### config.mk
export PLATFORM = sky130hd
export DESIGN_NAME = pcm_multichannel_to_mono16_flat
export DESIGN_NICKNAME = d
export VERILOG_FILES = /design/src/hdl/pmm_pkg.sv /design/src/hdl/pmm_req_if.sv /design/src/hdl/pmm_rsp_if.sv /design/src/hdl/pmm_divider.sv /design/src/hdl/pmm_datapath.sv /design/src/hdl/pmm_ctrl.sv /design/src/hdl/pcm_multichannel_to_mono16.sv /design/src/flat_wrapper.sv
export SDC_FILE = /design/constraint.sdc
export NUM_CORES = 1
export LEC_CHECK = 0
export BUFFER_PORTS_ARGS = -buffer_cell sky130_fd_sc_hd__buf_4
export CAP_MARGIN = 20
export CORE_ASPECT_RATIO = 0.5
export CORE_MARGIN = 1.5
export CORE_UTILIZATION = 51
export DETAILED_ROUTE_END_ITERATION = 10
export GPL_TIMING_DRIVEN = 0
export PLACE_DENSITY = 0.71
export SLEW_MARGIN = 20
export SYNTH_ARGS = -nofsm -noshare
export SYNTH_HDL_FRONTEND = slang
export SYNTH_SLANG_ARGS = --single-unit
### constraint.sdc
create_clock -name clock -period 8.5 [get_ports clock]
set_input_delay 1.7 -clock clock [delete_from_list [all_inputs] [get_ports clock]]
set_output_delay 1.7 -clock clock [all_outputs]
set_load 0.01 [all_outputs]
### src/hdl/pmm_pkg.sv
package pmm_pkg;

   localparam int DEF_MAX_CHANNELS  = 64;
   localparam int DEF_FRACTION_BITS = 16;

   localparam int SAMPLE_W = 64;
   localparam int MONO_W   = 16;
   localparam int CFG_W    = 7;
   localparam int CSR_IDX_W = 2;

   localparam logic [CSR_IDX_W-1:0] CSR_ENCODING = 2'd0;
   localparam logic [CSR_IDX_W-1:0] CSR_BITS     = 2'd1;
   localparam logic [CSR_IDX_W-1:0] CSR_COUNT    = 2'd2;

   localparam logic ENC_INT   = 1'b0;
   localparam logic ENC_FLOAT = 1'b1;

   localparam logic [CFG_W-1:0] BITS_8  = 7'd8;
   localparam logic [CFG_W-1:0] BITS_16 = 7'd16;
   localparam logic [CFG_W-1:0] BITS_24 = 7'd24;
   localparam logic [CFG_W-1:0] BITS_32 = 7'd32;
   localparam logic [CFG_W-1:0] BITS_64 = 7'd64;

   localparam logic             RST_ENCODING = ENC_INT;
   localparam logic [CFG_W-1:0] RST_BITS     = BITS_16;
   localparam logic [CFG_W-1:0] RST_COUNT    = 7'd1;

   // The full scale 32767 is 2^15 - 1, so a product by it is a shift and a subtract.
   localparam int          FS_SHIFT   = 15;
   localparam logic [14:0] FULL_SCALE = 15'h7FFF;

   localparam int MANT_W = 53;
   localparam int P_W    = MANT_W + FS_SHIFT;

   localparam logic [7:0]  F32_EXP_ONES = 8'hFF;
   localparam logic [7:0]  F32_BIAS     = 8'd127;
   localparam logic [10:0] F64_EXP_ONES = 11'h7FF;
   localparam logic [10:0] F64_BIAS     = 11'd1023;

   // Bias plus mantissa bits of each format; the rounding shift is this minus
   // the fraction bits minus the exponent.
   localparam int F32_SH_OFFSET = 127 + 23;
   localparam int F64_SH_OFFSET = 1023 + 52;

   localparam int          SH_FULL_W = 11;
   localparam int          SH_W      = 7;
   localparam logic [SH_W-1:0] SH_CLAMP = 7'd70;

   localparam int MONO_MAX     = 32767;
   localparam int MONO_MIN_MAG = 32768;

   typedef struct packed {
      logic load_in;
      logic accumulate;
      logic load_div;
      logic div_step;
      logic load_out;
      logic clear_frame;
   } pmm_cmd_type;

endpackage

### src/hdl/pmm_req_if.sv
interface pmm_req_if import pmm_pkg::*; ();
   logic                valid;
   logic                ready;
   logic [SAMPLE_W-1:0] sample_word;

   modport source (output valid, output sample_word, input ready);
   modport sink (input valid, input sample_word, output ready);
endinterface

### src/hdl/pmm_rsp_if.sv
interface pmm_rsp_if import pmm_pkg::*; ();
   logic                     valid;
   logic                     ready;
   logic signed [MONO_W-1:0] mono_sample;
   logic                     status;

   modport source (output valid, output mono_sample, output status, input ready);
   modport sink (input valid, input mono_sample, input status, output ready);
endinterface

### src/hdl/pmm_divider.sv
module pmm_divider import pmm_pkg::*; #(
   parameter int Q_W   = 23,
   parameter int CNT_W = 7
) (
   input  logic             clock,
   input  logic             start,
   input  logic             step,
   input  logic [Q_W-1:0]   dividend,
   input  logic [CNT_W-1:0] divisor,
   output logic [Q_W-1:0]   quotient
);

   logic [CNT_W-1:0] rem_ff, rem_in;
   logic [Q_W-1:0]   quo_ff, quo_in;
   logic [CNT_W:0]   trial;
   logic             qbit;

   always_comb begin
      trial = {rem_ff, quo_ff[Q_W-1]};
      qbit  = (trial >= {1'b0, divisor});
      rem_in = rem_ff;
      quo_in = quo_ff;
      if (start) begin
         rem_in = '0;
         quo_in = dividend;
      end else if (step) begin
         rem_in = qbit ? CNT_W'(trial - {1'b0, divisor}) : trial[CNT_W-1:0];
         quo_in = {quo_ff[Q_W-2:0], qbit};
      end
   end

   always_ff @(posedge clock) begin
      rem_ff <= rem_in;
      quo_ff <= quo_in;
   end

   assign quotient = quo_ff;

endmodule

### src/hdl/pmm_datapath.sv
module pmm_datapath import pmm_pkg::*; #(
   parameter int MAX_CHANNELS  = DEF_MAX_CHANNELS,
   parameter int FRACTION_BITS = DEF_FRACTION_BITS
) (
   input  logic                                    clock,
   input  logic                                    reset,
   input  pmm_cmd_type                             cmd,
   input  logic                                    sample_encoding,
   input  logic [CFG_W-1:0]                        sample_bits,
   input  logic [$clog2(MAX_CHANNELS+1)-1:0]       chans,
   input  logic [SAMPLE_W-1:0]                     sample_word,
   output logic signed [MONO_W-1:0]                mono_sample,
   output logic                                    status
);

   localparam int CNT_W = $clog2(MAX_CHANNELS + 1);
   localparam int SUM_W = 16 + FRACTION_BITS + $clog2(MAX_CHANNELS);
   localparam int MAG_W = 16 + FRACTION_BITS;
   localparam int Q_W   = 17 + $clog2(MAX_CHANNELS);
   localparam int X_W   = SUM_W + 2;
   localparam logic [SH_FULL_W-1:0] F32_SH_BASE = SH_FULL_W'(F32_SH_OFFSET - FRACTION_BITS);
   localparam logic [SH_FULL_W-1:0] F64_SH_BASE = SH_FULL_W'(F64_SH_OFFSET - FRACTION_BITS);
   localparam logic [P_W-1:0]       FULL_P = P_W'(FULL_SCALE) << FRACTION_BITS;

   logic [MONO_W-1:0]    int_val;
   logic [MONO_W-1:0]    int_mag;
   logic [7:0]           ex32;
   logic [10:0]          ex64;
   logic [MANT_W-1:0]    mant;
   logic [SH_FULL_W-1:0] sh_full;
   logic                 use_mult;
   logic                 conv_neg;
   logic                 conv_bad;
   logic [P_W-1:0]       conv_p;
   logic [SH_W-1:0]      conv_sh;

   logic [P_W-1:0]  p_ff;
   logic [SH_W-1:0] sh_ff;
   logic            neg_ff;
   logic            bad_ff;

   logic [P_W-1:0] shifted;
   logic [P_W:0]   rnd;
   logic [P_W-1:0] rmag;
   logic [SUM_W-1:0] magx;
   logic [SUM_W-1:0] term;

   logic [SUM_W-1:0] frame_sum_ff, frame_sum_in;
   logic             frame_bad_ff, frame_bad_in;

   logic [SUM_W-1:0] sum_mag;
   logic [X_W-1:0]   xnum;
   logic [Q_W-1:0]   yval;
   logic [Q_W-1:0]   quotient;
   logic             fneg_ff;
   logic             fbad_ff;
   logic [MONO_W-1:0] avg;
   logic [MONO_W-1:0] mono_ff, mono_in;
   logic              status_ff, status_in;

   always_comb begin
      int_val  = '0;
      int_mag  = '0;
      ex32     = sample_word[30:23];
      ex64     = sample_word[62:52];
      mant     = '0;
      sh_full  = '0;
      use_mult = 1'b0;
      conv_neg = 1'b0;
      conv_bad = 1'b0;
      conv_p   = '0;
      if (sample_encoding == ENC_INT) begin
         unique case (sample_bits)
            BITS_8:  int_val = {~sample_word[7], sample_word[6:0], 8'h00};
            BITS_16: int_val = sample_word[15:0];
            BITS_24: int_val = sample_word[23:8];
            BITS_32: int_val = sample_word[31:16];
            default: conv_bad = 1'b1;
         endcase
         conv_neg = int_val[MONO_W-1];
         int_mag  = conv_neg ? (~int_val + 16'd1) : int_val;
         conv_p   = P_W'(int_mag) << FRACTION_BITS;
      end else begin
         unique case (sample_bits)
            BITS_32: begin
               conv_neg = sample_word[31];
               if (ex32 == F32_EXP_ONES) begin
                  conv_bad = 1'b1;
               end else if (ex32 >= F32_BIAS) begin
                  conv_p = FULL_P;
               end else begin
                  use_mult = 1'b1;
                  mant     = MANT_W'({ex32 != 8'd0, sample_word[22:0]});
                  sh_full  = F32_SH_BASE - SH_FULL_W'((ex32 == 8'd0) ? 8'd1 : ex32);
               end
            end
            BITS_64: begin
               conv_neg = sample_word[63];
               if (ex64 == F64_EXP_ONES) begin
                  conv_bad = 1'b1;
               end else if (ex64 >= F64_BIAS) begin
                  conv_p = FULL_P;
               end else begin
                  use_mult = 1'b1;
                  mant     = {ex64 != 11'd0, sample_word[51:0]};
                  sh_full  = F64_SH_BASE - ((ex64 == 11'd0) ? 11'd1 : ex64);
               end
            end
            default: conv_bad = 1'b1;
         endcase
         if (use_mult) begin
            conv_p = (P_W'(mant) << FS_SHIFT) - P_W'(mant);
         end
      end
      conv_sh = (sh_full > SH_FULL_W'(SH_CLAMP)) ? SH_CLAMP : sh_full[SH_W-1:0];
   end

   always_ff @(posedge clock) begin
      if (cmd.load_in) begin
         p_ff   <= conv_p;
         sh_ff  <= conv_sh;
         neg_ff <= conv_neg;
         bad_ff <= conv_bad;
      end
   end

   // Round half away from zero: shift by one less, add one, drop the last bit.
   always_comb begin
      shifted = p_ff >> (sh_ff - SH_W'(1));
      rnd     = (P_W + 1)'(shifted) + (P_W + 1)'(1);
      rmag    = (sh_ff == '0) ? p_ff : rnd[P_W:1];
      magx    = SUM_W'(rmag[MAG_W-1:0]);
      term    = neg_ff ? (~magx + SUM_W'(1)) : magx;
   end

   always_comb begin
      frame_sum_in = frame_sum_ff;
      frame_bad_in = frame_bad_ff;
      if (cmd.clear_frame) begin
         frame_sum_in = '0;
         frame_bad_in = 1'b0;
      end else if (cmd.accumulate) begin
         if (bad_ff) begin
            frame_bad_in = 1'b1;
         end else begin
            frame_sum_in = frame_sum_ff + term;
         end
      end
   end

   always_ff @(posedge clock) begin
      if (reset) begin
         frame_sum_ff <= '0;
         frame_bad_ff <= 1'b0;
      end else begin
         frame_sum_ff <= frame_sum_in;
         frame_bad_ff <= frame_bad_in;
      end
   end

   // The average is floor((2|sum| + den) / (2 den)) with den = chans << FRACTION_BITS;
   // the power of two comes off first, leaving a division by the channel count.
   always_comb begin
      sum_mag = frame_sum_ff[SUM_W-1] ? (~frame_sum_ff + SUM_W'(1)) : frame_sum_ff;
      xnum    = (X_W'(sum_mag) << 1) + (X_W'(chans) << FRACTION_BITS);
      yval    = Q_W'(xnum >> (FRACTION_BITS + 1));
   end

   always_ff @(posedge clock) begin
      if (cmd.load_div) begin
         fneg_ff <= frame_sum_ff[SUM_W-1];
         fbad_ff <= frame_bad_ff;
      end
   end

   pmm_divider #(
      .Q_W   (Q_W),
      .CNT_W (CNT_W)
   ) u_divider (
      .clock    (clock),
      .start    (cmd.load_div),
      .step     (cmd.div_step),
      .dividend (yval),
      .divisor  (chans),
      .quotient (quotient)
   );

   always_comb begin
      avg       = '0;
      mono_in   = mono_ff;
      status_in = status_ff;
      if (cmd.load_out) begin
         if (fbad_ff) begin
            mono_in   = '0;
            status_in = 1'b1;
         end else if (fneg_ff) begin
            avg       = (quotient > Q_W'(MONO_MIN_MAG)) ? MONO_W'(MONO_MIN_MAG)
                                                        : quotient[MONO_W-1:0];
            mono_in   = ~avg + MONO_W'(1);
            status_in = 1'b0;
         end else begin
            mono_in   = (quotient > Q_W'(MONO_MAX)) ? MONO_W'(MONO_MAX)
                                                    : quotient[MONO_W-1:0];
            status_in = 1'b0;
         end
      end
   end

   always_ff @(posedge clock) begin
      mono_ff   <= mono_in;
      status_ff <= status_in;
   end

   assign mono_sample = mono_ff;
   assign status      = status_ff;

endmodule

### src/hdl/pmm_ctrl.sv
module pmm_ctrl import pmm_pkg::*; #(
   parameter int MAX_CHANNELS = DEF_MAX_CHANNELS
) (
   input  logic                              clock,
   input  logic                              reset,
   input  logic                              cfg_clear,
   input  logic [$clog2(MAX_CHANNELS+1)-1:0] chans,
   input  logic                              req_valid,
   output logic                              req_ready,
   input  logic                              rsp_ready,
   output logic                              rsp_valid,
   output pmm_cmd_type                       cmd
);

   localparam int CNT_W  = $clog2(MAX_CHANNELS + 1);
   localparam int Q_W    = 17 + $clog2(MAX_CHANNELS);
   localparam int ITER_W = $clog2(Q_W + 1);

   localparam logic [2:0] S_IDLE = 3'd0;
   localparam logic [2:0] S_ACC  = 3'd1;
   localparam logic [2:0] S_LOAD = 3'd2;
   localparam logic [2:0] S_DIV  = 3'd3;
   localparam logic [2:0] S_OUT  = 3'd4;

   logic [2:0]        state_ff, state_in;
   logic [CNT_W-1:0]  index_ff, index_in;
   logic [ITER_W-1:0] iter_ff, iter_in;
   logic              rsp_valid_ff, rsp_valid_in;
   logic [CNT_W-1:0]  index_next;

   always_comb begin
      state_in     = state_ff;
      index_in     = index_ff;
      iter_in      = iter_ff;
      rsp_valid_in = rsp_valid_ff && !rsp_ready;
      index_next   = index_ff + CNT_W'(1);
      req_ready    = 1'b0;
      cmd          = '0;
      unique case (state_ff)
         S_IDLE: begin
            req_ready = 1'b1;
            if (req_valid) begin
               cmd.load_in = 1'b1;
               state_in    = S_ACC;
            end
         end
         S_ACC: begin
            cmd.accumulate = 1'b1;
            if (index_next == chans) begin
               index_in = '0;
               state_in = S_LOAD;
            end else begin
               index_in = index_next;
               state_in = S_IDLE;
            end
         end
         S_LOAD: begin
            cmd.load_div    = 1'b1;
            cmd.clear_frame = 1'b1;
            iter_in         = ITER_W'(Q_W);
            state_in        = S_DIV;
         end
         S_DIV: begin
            cmd.div_step = 1'b1;
            iter_in      = iter_ff - ITER_W'(1);
            if (iter_ff == ITER_W'(1)) begin
               state_in = S_OUT;
            end
         end
         S_OUT: begin
            if (!rsp_valid_ff || rsp_ready) begin
               cmd.load_out = 1'b1;
               rsp_valid_in = 1'b1;
               state_in     = S_IDLE;
            end
         end
         default: state_in = S_IDLE;
      endcase
      if (cfg_clear) begin
         cmd.clear_frame = 1'b1;
         index_in        = '0;
      end
   end

   always_ff @(posedge clock) begin
      if (reset) begin
         state_ff     <= S_IDLE;
         index_ff     <= '0;
         iter_ff      <= '0;
         rsp_valid_ff <= 1'b0;
      end else begin
         state_ff     <= state_in;
         index_ff     <= index_in;
         iter_ff      <= iter_in;
         rsp_valid_ff <= rsp_valid_in;
      end
   end

   assign rsp_valid = rsp_valid_ff;

endmodule

### src/hdl/pcm_multichannel_to_mono16.sv
// Each item is accepted and converted in the idle state, then accumulated in ACC;
// no new item is taken before the last one is accumulated. The last item of a
// frame then passes a load state, one divider step per quotient bit of the
// shift-subtract divider, and the output register load, which waits while a
// response is still pending. Synchronous active-high reset clears the registers to
// integer, 16 bits, one channel, empties the frame accumulator and clears the
// response valid; the output register itself is not reset.
module pcm_multichannel_to_mono16 import pmm_pkg::*; #(
   parameter int MAX_CHANNELS  = DEF_MAX_CHANNELS,
   parameter int FRACTION_BITS = DEF_FRACTION_BITS
) (
   input  logic                 clock,
   input  logic                 reset,
   input  logic                 csr_we,
   input  logic [CSR_IDX_W-1:0] csr_index,
   input  logic [CFG_W-1:0]     csr_wdata,
   pmm_req_if.sink              req_ch,
   pmm_rsp_if.source            rsp_ch
);

   localparam int CNT_W = $clog2(MAX_CHANNELS + 1);

   logic             encoding_ff, encoding_in;
   logic [CFG_W-1:0] bits_ff, bits_in;
   logic [CFG_W-1:0] count_ff, count_in;
   logic             cfg_clear;
   logic [CNT_W-1:0] chans;
   logic             req_ready;
   logic             rsp_valid;
   pmm_cmd_type      cmd;
   logic [MONO_W-1:0] mono_sample;
   logic             status;

   always_comb begin
      encoding_in = encoding_ff;
      bits_in     = bits_ff;
      count_in    = count_ff;
      cfg_clear   = 1'b0;
      if (csr_we) begin
         unique case (csr_index)
            CSR_ENCODING: begin
               encoding_in = csr_wdata[0];
               cfg_clear   = 1'b1;
            end
            CSR_BITS: begin
               bits_in   = csr_wdata;
               cfg_clear = 1'b1;
            end
            CSR_COUNT: begin
               count_in  = csr_wdata;
               cfg_clear = 1'b1;
            end
            default: cfg_clear = 1'b0;
         endcase
      end
   end

   always_ff @(posedge clock) begin
      if (reset) begin
         encoding_ff <= RST_ENCODING;
         bits_ff     <= RST_BITS;
         count_ff    <= RST_COUNT;
      end else begin
         encoding_ff <= encoding_in;
         bits_ff     <= bits_in;
         count_ff    <= count_in;
      end
   end

   // A count of zero acts as one, and a count above the maximum as the maximum.
   always_comb begin
      if (count_ff == '0) begin
         chans = CNT_W'(1);
      end else if (count_ff > CFG_W'(MAX_CHANNELS)) begin
         chans = CNT_W'(MAX_CHANNELS);
      end else begin
         chans = CNT_W'(count_ff);
      end
   end

   pmm_ctrl #(
      .MAX_CHANNELS (MAX_CHANNELS)
   ) u_ctrl (
      .clock     (clock),
      .reset     (reset),
      .cfg_clear (cfg_clear),
      .chans     (chans),
      .req_valid (req_ch.valid),
      .req_ready (req_ready),
      .rsp_ready (rsp_ch.ready),
      .rsp_valid (rsp_valid),
      .cmd       (cmd)
   );

   pmm_datapath #(
      .MAX_CHANNELS  (MAX_CHANNELS),
      .FRACTION_BITS (FRACTION_BITS)
   ) u_datapath (
      .clock           (clock),
      .reset           (reset),
      .cmd             (cmd),
      .sample_encoding (encoding_ff),
      .sample_bits     (bits_ff),
      .chans           (chans),
      .sample_word     (req_ch.sample_word),
      .mono_sample     (mono_sample),
      .status          (status)
   );

   assign req_ch.ready       = req_ready;
   assign rsp_ch.valid       = rsp_valid;
   assign rsp_ch.mono_sample = mono_sample;
   assign rsp_ch.status      = status;

endmodule
### src/flat_wrapper.sv
// flat-port wrapper written by rule: the top's interface ports become plain ports
module pcm_multichannel_to_mono16_flat import pmm_pkg::*;
#(
   parameter int MAX_CHANNELS  = DEF_MAX_CHANNELS,
   parameter int FRACTION_BITS = DEF_FRACTION_BITS
)
  (clock, reset, csr_we, csr_index, csr_wdata, req_ch_valid, req_ch_sample_word, req_ch_ready, rsp_ch_valid, rsp_ch_mono_sample, rsp_ch_status, rsp_ch_ready);
  pmm_req_if req_ch_i ();
  pmm_rsp_if rsp_ch_i ();
  input  logic clock;
  input  logic reset;
  input  logic csr_we;
  input  logic [CSR_IDX_W-1:0] csr_index;
  input  logic [CFG_W-1:0] csr_wdata;
  input wire logic [$bits(req_ch_i.valid)-1:0] req_ch_valid;
  input wire logic [$bits(req_ch_i.sample_word)-1:0] req_ch_sample_word;
  output wire logic [$bits(req_ch_i.ready)-1:0] req_ch_ready;
  output wire logic [$bits(rsp_ch_i.valid)-1:0] rsp_ch_valid;
  output wire logic [$bits(rsp_ch_i.mono_sample)-1:0] rsp_ch_mono_sample;
  output wire logic [$bits(rsp_ch_i.status)-1:0] rsp_ch_status;
  input wire logic [$bits(rsp_ch_i.ready)-1:0] rsp_ch_ready;
  assign req_ch_i.valid = req_ch_valid;
  assign req_ch_i.sample_word = req_ch_sample_word;
  assign req_ch_ready = req_ch_i.ready;
  assign rsp_ch_valid = rsp_ch_i.valid;
  assign rsp_ch_mono_sample = rsp_ch_i.mono_sample;
  assign rsp_ch_status = rsp_ch_i.status;
  assign rsp_ch_i.ready = rsp_ch_ready;
  pcm_multichannel_to_mono16 #(.MAX_CHANNELS(MAX_CHANNELS), .FRACTION_BITS(FRACTION_BITS)) u_core (.clock(clock), .reset(reset), .csr_we(csr_we), .csr_index(csr_index), .csr_wdata(csr_wdata), .req_ch(req_ch_i), .rsp_ch(rsp_ch_i));
endmodule
==> run metrics <==
status=finished with violations; failing checks=design-rule violations; CP required=8840 ps; setup slack, reg-to-reg=110 ps; Synth Area in Compound Gates=0.1980; hold_sp=u_core.u_datapath.frame_bad_ff; Worst Path Arrival=~8700 ps; fill count=3,854; area occupied by registers=5115 µm²; Die Y=150.3 µm; Yosys Warn Count=0; Slew Viols, Final=0; setup TNS=0 ps; Tot GR Track Use=0.3754; Adder-Cell Fraction of Synth Area=0.06140; core area=~42,000 µm²; number of global-route vias before repair=20,580; final setup violation count=0; Die Area=44,730 µm²; MaxCap Viol Count=0; antenna violations before repair=2; layout cells sized above 1=0.1636; Post-Synthesis Cells=2,644; ANT nets after route=0; area share of the largest cell type after synthesis=0.1615; non-filler cells, final=3,384; CTS max path bufs=2; CP startpoint kind=register; Post-synth EDFFs=119; Worst Hold End=u_core.u_datapath.fbad_ff; Final period util=0.9870; P&R area growth vs syn=13.48%; detailed-route DRC error count=4; H-tree depth=4; Worst VDD drop=roughly 0.14 mV; routed via count=22,210; vias per inst=6.562; Detail Placement HPWL=around 66,000 µm; global-route wire length before repair=between 100,000 and 150,000 µm; worst min-delay path class=reg -> reg; root cell of the clock tree=clkbuf_16; total grt overflow=0; initial core utilization=0.5223; cell row count=53; cell mode on critical path=a31oi_4; final hold vios=0; Lkg Pwr=about 0.0099 µW; Avg Cell Area, Syn=8.370 µm²; Synth Cell Area=22,130 µm²; CTS Buf Count=17; CTS clk-pin slew, worst paths=90 ps; Pre-antenna DRT Iters=11; initial DRC count=2,653; unrepaired setup endpoints after global routing=yes; largest cells by area after synthesis=edfxtp_1 16%, mux4_2 7.6%, dfxtp_1 7.0%; clock sink count=196; ys flop type=edfxtp_1; fmax=0.1192 GHz; Worst Max-Slew Pin Slew=1090 ps; port bufs=91; I/O pin count=97; final core utilization=0.5927; Seq/Total Area, Yosys=0.2311; final RePlAce weighted congestion=1.064; overall power=4870 µW; CP endpoint kind=register; area leader, netlist=edfxtp_1; Reg2Reg Depth=34; XOR/XNOR Fraction of Synth Area=0.08893; WL final=84,700 µm; WS Path Type=reg -> reg; Simple-Gate Fraction of Synth Area=0.2341; largest family of logic cells by synthesized area=simple AND/OR/NAND/NOR gates; Cell variety after synth=approximately 120; tightest slew margin relative to the limit=0.2734; Hold Path Depth=0; Max FO, Critical Path=10; clk_skew=42.91 ps; CP max stage delay=530 ps; fraction of synthesis flops using an asynchronous set or reset pin=0; reg2reg end=u_core.u_datapath.frame_sum_ff[37]; Power Density=193.9 nW/µm²; WL per Instance=25.03 µm; Clock Latency Late Sink=between 400 and 500 ps; largest net degree at the start of global routing=62; footprint of the multi-input gates=16,350 µm²; min Tclk post-route=8390 ps; die width=slightly below 300 µm; syn nets=2,828; Critical-path top delay cell=or4_4; mux contribution to synthesized area=0.1354; worst r2r src=u_core.u_datapath.sh_ff[0]; placed insts=3,313; hold slack=449.5 ps; final net count=around 3,000; CTS tree=yes; flops & latches, synth=196
[metrics by stage]
stage | setup slack, ps | cell area (µm²)
after floorplan | 78.51 | 22140
after global placement | -2430 | 23550
after detailed placement | -2421 | 23590
after CTS | 16.40 | 24770
after global routing | -50.77 | 25110
final | 110.4 | 25120
[flip-flops by register name (all words and copies together) (netlist names)]
name and cells:
u_core.u_datapath.p_ff 68, u_core.u_datapath.frame_sum_ff 38, u_core.u_datapath.u_divider.quotient 23, u_core.u_datapath.mono_sample 16, u_core.bits_ff 7, u_core.count_ff 7
u_core.u_ctrl.index_ff 7, u_core.u_datapath.sh_ff 7, u_core.u_datapath.u_divider.rem_ff 7, u_core.u_ctrl.iter_ff 5, u_core.u_ctrl.state_ff 3, u_core.encoding_ff 1
u_core.u_ctrl.rsp_valid 1, u_core.u_datapath.bad_ff 1, u_core.u_datapath.fbad_ff 1, u_core.u_datapath.fneg_ff 1, u_core.u_datapath.frame_bad_ff 1, u_core.u_datapath.neg_ff 1
u_core.u_datapath.status 1
[how the worst max path moves through the flow]
stage                               startpoint  cells after the start                                 end  slack [ps]
floorplan           u_core.u_datapath.sh_ff[0]                     40  u_core.u_datapath.frame_sum_ff[37]          80
global placement    u_core.u_datapath.sh_ff[0]                     39  u_core.u_datapath.frame_sum_ff[37]       -2430
detailed placement  u_core.u_datapath.sh_ff[0]                     39  u_core.u_datapath.frame_sum_ff[37]       -2420
CTS                 u_core.u_datapath.sh_ff[0]                     41  u_core.u_datapath.frame_sum_ff[37]          20
global route        u_core.u_datapath.sh_ff[0]                     38  u_core.u_datapath.frame_sum_ff[37]         -50
finish              u_core.u_datapath.sh_ff[0]                     34  u_core.u_datapath.frame_sum_ff[37]         110
[metal layers]
metal	global-route usage	up-vias	share of wire
li1	-	10100	-
met1	0.5246	10730	0.44
met2	0.5733	1222	0.42
met3	0.09726	154	0.11
met4	0.1028	6	0.029
met5	0.008658	-	0.0014
[layout by cell type, fill, tap and decap left out, types with 28 or more instances in the layout]
| cell type | count |
|---|---|
| nor2_1 | 233 |
| nand2b_1 | 33 |
| edfxtp_1 | 119 |
| nand2_1 | 326 |
| mux4_2 | 75 |
| nand3_1 | 77 |
| o21ai_0 | 144 |
| clkbuf_1 | 90 |
| xor2_1 | 83 |
| buf_4 | 138 |
| ha_1 | 101 |
| nand4_1 | 28 |
| inv_1 | 84 |
| a21oi_1 | 187 |
| mux2i_1 | 88 |
| nor2b_1 | 38 |
| nor3_1 | 65 |
| a21o_1 | 46 |
| xnor2_1 | 136 |
| dfxtp_1 | 77 |
[synth_stat cells (9+ instances only)]
library cell / instances
mux4_2: 75
and3_1: 28
buf_6: 15
clkbuf_1: 97
mux2_2: 27
o211ai_1: 13
mux2i_1: 89
buf_4: 12
o31ai_1: 20
a221oi_1: 10
dfxtp_1: 77
a211oi_1: 19
a21oi_1: 192
nand3_1: 78
nor3_1: 68
o21a_1: 21
o21ai_0: 147
a31oi_1: 23
xnor2_1: 138
xor2_1: 83
or3_1: 27
nor4_1: 20
o221ai_1: 25
ha_1: 103
a22oi_1: 9
a21o_1: 46
and2_1: 27
nor2b_1: 38
buf_2: 21
edfxtp_1: 119
nor2_1: 235
inv_1: 85
o21ai_1: 21
nand2_1: 327
nand2b_1: 34
o21bai_1: 17
nand4_1: 28
o22ai_1: 12
[cell type report]
class / instances / share of cell area
antenna: 1 / 0.00009964
tap: 577 / 0.02875
buffer: 150 / 0.03642
inverter: 87 / 0.01310
clock buffer: 17 / 0.01694
clock inverter: 15 / 0.008917
multi-input combinational: 2209 / 0.6510
timing repair buffer: 132 / 0.04110
sequential: 196 / 0.2037
[kinds of logic (layout without fill, tap and decap cells)]
group | after synthesis | count (layout)
flops | 196 | 196
mux | 199 | 199
compound gates | 668 | 668
simple gates | 1012 | 1012
other cells | 0 | 1
xor+xnor | 223 | 223
buf+inv | 239 | 401
fa+ha+maj | 107 | 107
[report_power, final]
part | internal [µW] | leakage [µW] | switching [µW] | total (µW)
sequential | 1120 | 0.00177 | 140 | 1260
clock | 417 | 0.000312 | 480 | 897
combinational | 1060 | 0.00784 | 1650 | 2710
[worst max-delay path: cells and delay by family, from the launching register on]
family,cells,cell delay (ps)
flops,1,480
mux,1,360
compound gates,16,3160
xor+xnor,1,90
simple gates,10,2820
buf+inv,4,830
fa+ha+maj,2,510
[repair_timing]
item | CTS | global route
setup endpoints to repair | 26 | 22
pin swaps | 15 | 30
gates cloned | 0 | 1
gates resized for setup | 76 | 51
hold buffers | 0 | 0
buffers inserted | 23 | 15
(Power assumes the default switching activity.)
